$ cat src/rtl/core/wah_pkg.sv
// Package for the in-place WAH bitmap accumulator.
// Holds sizes, operation and status codes, the sequencer state type, the merge
// result struct and the run word builder. No dependencies.
package wah_pkg;

   localparam int MaxSlots = 4096;
   localparam int SlotW    = $clog2(MaxSlots) + 1;   // holds 0..MaxSlots
   localparam int AddrW    = $clog2(MaxSlots);

   localparam logic [31:0] LIT_ONES  = 32'h7fff_ffff;
   localparam logic [31:0] FILL_FLAG = 32'h8000_0000;

   localparam logic [2:0] OP_CLEAR = 3'd0;
   localparam logic [2:0] OP_SET   = 3'd1;
   localparam logic [2:0] OP_OR    = 3'd2;
   localparam logic [2:0] OP_AND   = 3'd3;
   localparam logic [2:0] OP_READ  = 3'd4;

   localparam logic [1:0] STAT_OK        = 2'd0;
   localparam logic [1:0] STAT_ZERO_FILL = 2'd1;
   localparam logic [1:0] STAT_OVERRUN   = 2'd2;

   typedef enum logic [2:0] {
      S_IDLE,
      S_DECODE,
      S_READ,
      S_RWAIT,
      S_MOD,
      S_REM,
      S_RESP
   } state_type;

   typedef struct packed {
      logic             main_we;
      logic [31:0]      main_word;
      logic [SlotW-1:0] num;
      logic             rem_we;
      logic [31:0]      rem_word;
   } merge_type;

   // A run of n slots of value val; a single slot becomes a literal.
   function automatic logic [31:0] run_word(input logic val, input logic [29:0] n);
      logic [31:0] w;
      if (n > 30'd1) begin
         w = {1'b1, val, n};
      end else begin
         w = val ? LIT_ONES : 32'd0;
      end
      return w;
   endfunction

endpackage

$ cat src/rtl/core/wah_merge.sv
// Merge unit for OR and AND: combines one accumulator word with the operand word at
// the current slot, splitting fills at the shorter run. Depends on wah_pkg.
module wah_merge
   import wah_pkg::*;
(
   input  logic [31:0]      acc_word,
   input  logic [31:0]      opd_word,
   input  logic             is_and,
   input  logic [SlotW-1:0] left,
   input  logic [SlotW-1:0] pos,
   input  logic [SlotW-1:0] lim,
   output merge_type        res
);

   logic             a_fill;
   logic             av;
   logic             fv;
   logic [29:0]      alen;
   logic [29:0]      rem_n;
   logic [SlotW-1:0] num;
   logic [SlotW:0]   next_pos;
   logic             v;

   always_comb begin
      a_fill = acc_word[31];
      av     = acc_word[30];
      fv     = opd_word[30];
      // A zero-length accumulator fill counts as one slot
      alen   = (acc_word[29:0] == 30'd0) ? 30'd1 : acc_word[29:0];
      v      = is_and ? (av & fv) : (av | fv);

      res.main_we   = 1'b1;
      res.main_word = 32'd0;
      res.rem_we    = 1'b0;
      num           = SlotW'(1);

      if (opd_word[31] && a_fill) begin
         if ({{(30-SlotW){1'b0}}, left} < alen) begin
            num = left;
         end else begin
            num = alen[SlotW-1:0];
         end
         res.main_word = run_word(v, {{(30-SlotW){1'b0}}, num});
      end else if (opd_word[31]) begin
         // Literal under a fill operand: only a dominating fill changes it
         res.main_we   = is_and ? !fv : fv;
         res.main_word = fv ? LIT_ONES : 32'd0;
      end else if (a_fill) begin
         if (is_and) begin
            res.main_word = av ? opd_word : 32'd0;
         end else begin
            res.main_word = av ? LIT_ONES : opd_word;
         end
      end else begin
         res.main_word = is_and ? (acc_word & opd_word) : (acc_word | opd_word);
      end

      rem_n         = alen - {{(30-SlotW){1'b0}}, num};
      next_pos      = {1'b0, pos} + {1'b0, num};
      res.num       = num;
      res.rem_word  = run_word(av, rem_n);
      // Drop a remainder that would land at or past the end
      res.rem_we    = a_fill && (alen > {{(30-SlotW){1'b0}}, num})
                      && (next_pos < {1'b0, lim});
   end

endmodule
$ cat config.mk
export PLATFORM = sky130hd
export DESIGN_NAME = wah_merge
export DESIGN_NICKNAME = d
export VERILOG_FILES = /design/src/rtl/core/wah_pkg.sv /design/src/rtl/core/wah_merge.sv
export SDC_FILE = /design/constraint.sdc
export NUM_CORES = 1
export LEC_CHECK = 0
export ABC_AREA = 1
export BUFFER_PORTS_ARGS = -buffer_cell sky130_fd_sc_hd__buf_2
export CAP_MARGIN = 20
export CORE_MARGIN = 2
export CORE_UTILIZATION = 51
export DETAILED_ROUTE_END_ITERATION = 8
export MAX_ROUTING_LAYER = met4
export PLACE_DENSITY = 0.85
export SLEW_MARGIN = 15
export SYNTH_ARGS = -nofsm -noshare
export SYNTH_HDL_FRONTEND = slang
export SYNTH_SLANG_ARGS = --single-unit
export TNS_END_PERCENT = 1
$ cat constraint.sdc
create_clock -name vclk -period 7.84
set_input_delay 1.568 -clock vclk [all_inputs]
set_output_delay 1.568 -clock vclk [all_outputs]
set_load 0.05 [all_outputs]
==> results of run 1 <==
==> critical path: cells and delay by family <==
kind	cells	cell delay, ns
buffers and inverters	2	0.35
and+or+nand+nor	21	1.77
xor gates and xnor gates	1	0.11
AOI/OAI and AO/OA	10	1.48
adders and majority gates	3	0.78
==> per-layer routing <==
layer  GRT usage [%]  up-vias  wire (um)
li1                -     2860          -
met1            42.1     2542       6170
met2            52.2      333       6930
met3            3.51       40       1680
met4            5.80        0        407
met5               -        -          0
==> final timing paths <==
kind	from	end	slack (ns)
worst min-delay path	acc_word[30]	res[30]	3.53
worst max-delay path	acc_word[26]	res[32]	0.19
==> cells in the mapped netlist, types with 2 or more instances <==
master     count
nand2_1      178
nand3b_1       2
xnor2_1       13
or2_1          2
xor2_1        23
ha_1          50
nand3_2       30
o21ai_0       55
o21bai_1       3
clkbuf_1      31
o21ai_2        2
or2_2          3
buf_6          3
nor3_1         8
inv_1        116
buf_2          4
nand4_1       14
nand2_2        4
a21oi_1       47
nand3_1       38
nor4_1         2
a2111oi_0      2
nor2_2         4
o211ai_1      19
nor2_1        88
fa_1           2
a211oi_1       2
==> power breakdown <==
part / internal (mW) / switching [mW]
Combinational: 0.172 / 0.344
Sequential: 0 / 0
Clock: 0 / 0
==> area by class of cell <==
type | count | area (sq um) | share of cell area [%]
Multi-Input combinational cell | 603 | 3800 | 65.6
Tap cell | 105 | 131 | 2.27
Timing Repair Buffer | 234 | 1420 | 24.5
Inverter | 117 | 439 | 7.59
==> timing repair <==
action | 4_1_cts | 5_1_grt
endpoints found under the hold margin | 0 | 0
setup endpoints to repair | 1 | 32
gates resized for setup | 6 | 116
pin swaps | 2 | 48
hold buffers | 0 | 0
setup buffers | 0 | 10
==> logic make-up after synthesis <==
kind of cell / count (synthesis) / synth area share (%)
AOI/OAI and AO/OA: 137 / 18.8
xor gates and xnor gates: 36 / 7.54
adders and majority gates: 52 / 15.9
buffers and inverters: 158 / 15.2
and+or+nand+nor: 378 / 42.5
==> flow_metrics.py, run 1 <==
metrics = {
    "yosys": {
        "syn_area_per_cell_sq_um": 5.49,
        "yosysSeqAreaShare_pct": 0,
        "syn_inst": 761,
        "yosysTopAreaCellShare_pct": 16.0,
        "yosysUniqueCellTypes": 43,
        "yosysTopAreaCell": "nand2_1",
        "syn_nets": 917,
        "yosys_warnings": 0,
        "synth_area_leaders": "nand2_1 (16%), ha_1 (15%), inv_1 (10%)",
        "synth_area_sq_mm": 0.00418,
    },
    "layout": {
        "nClkBuffers": 0,
        "final_cells": 1059,
        "seq_cell_count": 0,
        "diodes": 0,
        "finish.utilization_pct": 71.5,
        "final.fill_count": 714,
        "postLayoutCellArea_sq_mm": 0.00578,
        "layout_commonest_cell": "nand2_1",
        "synthToLayoutAreaGrowth_pct": 38.3,
        "finalNetCount": 1112,
        "drive_above_1_share_pct": 34.8,
        "most-common-layout-cells": "nand2_1 (172), buf_2 (148), inv_1 (115)",
        "seqCellArea_sq_um": 0,
    },
    "placement": {
        "numPortBuffers": 183,
        "place_ws_ns": -0.101,
        "place_congestion": 1.02,
        "placed_area_sq_mm": 0.00539,
        "dp.cells": 1049,
        "hpwl_mm": 12.0,
    },
    "global_route": {
        "grt_overflow": 0,
        "antenna_found_initial": 0,
        "grt_pass1_wl_mm": 22.7,
        "grt_max_degree": 61,
        "grt_pass1_vias": 4932,
        "grt_usage_pct": 31.6,
    },
    "worst_setup_path": {
        "crit_required_ns": 6.27,
        "worstSetupEndpointType": "primary output",
        "path_class": "input pin to primary output",
        "arrival_ns": 6.09,
        "max_stage_delay_ns": 0.39,
        "cpMostUsedCell": "nand2_1",
        "cp_slowest_cell": "fa_2",
        "critPathLaunchType": "input pin",
        "cp_max_fo": 4,
    },
    "timing": {
        "relSlewSlack_pct": 38.5,
        "whs_ns": 3.53,
        "layout_setup_ws_ns": 0.186,
        "fin_setup_tns_ns": 0,
        "drv_slew": 0,
        "finalCritPeriodShare_pct": 97.6,
        "max_freq_mhz": 131,
        "fin_crit_ns": 7.65,
        "worst_pin_slew_ns": 0.921,
        "setup_viol": 0,
        "hold_viol": 0,
        "grt_setup_unrepaired": "yes",
    },
    "routing": {
        "first_pass_iters": 7,
        "drc_errors": 0,
        "vias": 5775,
        "drtAntennaViolNets": 0,
        "detail_route.wl_per_cell_um": 14.3,
        "wl_mm": 15.2,
        "drt-vias-per-instance": 5.45,
        "drt-initial-drc-count": 427,
    },
    "floorplanning": {
        "dieArea_sq_mm": 0.00894,
        "die_h_um": 94.5,
        "coreArea_sq_mm": 0.00809,
        "rows": 33,
        "start_util_pct": 51.7,
        "io_pins": 183,
        "dieWidth_um": 94.5,
    },
    "pwr": {
        "irDropWorstVdd_uv": 85.2,
        "p_leak_nw": 3.32,
        "design_power_total_mw": 0.516,
        "power_density_mw_per_mm2": 89.2,
    },
    "min_path": {
        "min_path_type": "input pin to primary output",
        "whs_path_depth": 2,
    },
    "job": {
        "drv_cap": 0,
    },
    "status": {
        "outcome": "finished, final reports clean",
    },
}
Power figures use the tool's default switching activity.
==> run 2, diff against run 1 <==
--- a/config.mk
+++ b/config.mk
@@ -9,10 +9,11 @@
 export BUFFER_PORTS_ARGS = -buffer_cell sky130_fd_sc_hd__buf_2
 export CAP_MARGIN = 20
 export CORE_MARGIN = 2
-export CORE_UTILIZATION = 51
+export CORE_UTILIZATION = 40
 export DETAILED_ROUTE_END_ITERATION = 8
 export MAX_ROUTING_LAYER = met4
-export PLACE_DENSITY = 0.85
+export PLACE_DENSITY = 0.69
+export RECOVER_POWER = 100
 export SLEW_MARGIN = 15
 export SYNTH_ARGS = -nofsm -noshare
 export SYNTH_HDL_FRONTEND = slang
==> flow_metrics.py, run 2 (synthesis results as in run 1) <==
metrics = {
    "routing": {
        "wl_mm": 15.6,
        "drtAntennaViolNets": 0,
        "drt-initial-drc-count": 389,
        "dr_wl_met2_mm": 7.09,
        "top_layer": "met4",
        "detail_route.wl_per_cell_um": 14.3,
        "m1WireLength_mm": 7.27,
        "drt-vias-per-instance": 5.14,
        "first_pass_iters": 6,
        "vias": 5628,
        "routed-wl-met3_mm": 1.12,
        "drc_errors": 0,
    },
    "worst_setup_path": {
        "path_depth": 32,
        "cp_slowest_cell": "ha_1",
        "max_stage_delay_ns": 0.35,
        "worstSetupEndpointType": "primary output",
        "path_class": "input pin to primary output",
        "cp_max_fo": 6,
        "crit_end": "res[32]",
        "cp_top_family": "compound AO/OA/AOI/OAI gates",
        "startpoint": "acc_word[7]",
        "cp.buffers_inverters": 6,
        "arrival_ns": 6.01,
        "crit_required_ns": 6.27,
        "cpMostUsedCell": "nand2_1",
        "critPathLaunchType": "input pin",
    },
    "global_route": {
        "grt_pass1_vias": 5108,
        "grt_overflow": 0,
        "grt_max_degree": 61,
        "antenna_found_initial": 0,
        "grt_usage_pct": 26.5,
        "grt_pass1_wl_mm": 24.4,
    },
    "floorplanning": {
        "start_util_pct": 40.9,
        "coreArea_sq_mm": 0.0102,
        "dieWidth_um": 106,
        "io_pins": 183,
        "rows": 37,
        "die_h_um": 106,
        "dieArea_sq_mm": 0.0113,
    },
    "pwr": {
        "irDropWorstVdd_uv": 45.0,
        "p_leak_nw": 3.18,
        "power_density_mw_per_mm2": 88.5,
        "pwr-share-clk_pct": 0,
        "power.switching_mw": 0.340,
        "internal_power_mw": 0.163,
        "power_frac_comb_pct": 100.0,
        "p_seq_share_pct": 0,
        "swShare_pct": 67.7,
    },
    "timing": {
        "worst_pin_slew_ns": 1.36,
        "drv_slew": 0,
        "grt_setup_unrepaired": "yes",
        "setup_viol": 0,
        "relSlewSlack_pct": 9.46,
        "max_freq_mhz": 132,
        "fin_crit_ns": 7.57,
        "hold_viol": 0,
        "finalCritPeriodShare_pct": 96.6,
    },
    "cts": {
        "hold_buffers": 0,
    },
    "layout": {
        "finalNetCount": 1116,
        "final_cells": 1094,
        "finish.utilization_pct": 55.6,
        "most-common-layout-cells": "nand2_1 (174), inv_1 (116), buf_2 (107)",
        "seqCellArea_sq_um": 0,
        "nClkBuffers": 0,
        "synthToLayoutAreaGrowth_pct": 36.0,
        "seq_cell_count": 0,
        "diodes": 0,
        "drive_above_1_share_pct": 28.2,
        "layout_commonest_cell": "nand2_1",
    },
    "placement": {
        "dp.cells": 1089,
        "place_congestion": 0.988,
        "numPortBuffers": 183,
        "hpwl_mm": 13.0,
    },
    "job": {
        "drv_cap": 0,
    },
    "min_path": {
        "min_path_type": "input pin to primary output",
    },
    "status": {
        "outcome": "finished, final reports clean",
    },
}
run 2: changes by cell type in the layout (fill, tap and decap cells not counted), sizes merged:
cell    change
buf        -44
clkbuf     +48
run 2: area by class of cell:
cell class	instances	area (sq um)
inverter	117	439
timing repair buffer	238	1370
multi-input combinational	603	3700
tap	136	170
fill	1098	4550
run 2: worst min-delay path by stage:
stage                 startpoint      end  slack (ns)  cells past startpoint
floorplan           acc_word[30]  res[30]        3.30                      1
global placement    acc_word[30]  res[30]        3.50                      2
detailed placement  acc_word[30]  res[30]        3.50                      2
CTS                 acc_word[30]  res[30]        3.50                      2
global route        acc_word[30]  res[30]        3.58                      2
finish              acc_word[30]  res[30]        3.58                      2
run 2: what timing repair did:
item                                    in CTS  in global routing
setup buffers                                0                  5
pin swaps                                    0                 16
endpoints found under the hold margin        0                  0
gates resized for setup                      1                 90
endpoints found under the setup margin       1                 32
run 2: metal layers:
layer | vias to the layer above | GRT usage (%)
met5 | - | -
met4 | 0 | 2.91
met3 | 14 | 1.72
met2 | 211 | 42.8
met1 | 2547 | 37.7
li1 | 2856 | -
run 2: power by group through the flow:
stage | clock, mW | sequential, mW | combinational (mW)
finish | 0 | 0 | 0.503
global route | 0 | 0 | 0.545
CTS | 0 | 0 | 0.480
detailed placement | 0 | 0 | 0.478
global placement | 0 | 0 | 0.477
floorplan | 0 | 0 | 0.342
run 2: metrics by stage:
stage | total power [mW] | hold WS [ns] | setup WS [ns] | instance area, sq um | setup TNS [ns]
finish | 0.503 | 3.58 | 0.266 | 5680 | 0
global route | 0.545 | 3.58 | -0.0626 | 5680 | -0.858
CTS | 0.480 | 3.50 | 0.00276 | 5500 | 0
detailed placement | 0.478 | 3.50 | -0.0463 | 5490 | -0.0463
global placement | 0.477 | 3.50 | -0.0320 | 5490 | -0.0320
floorplan | 0.342 | 3.30 | 0.00663 | 4230 | 0
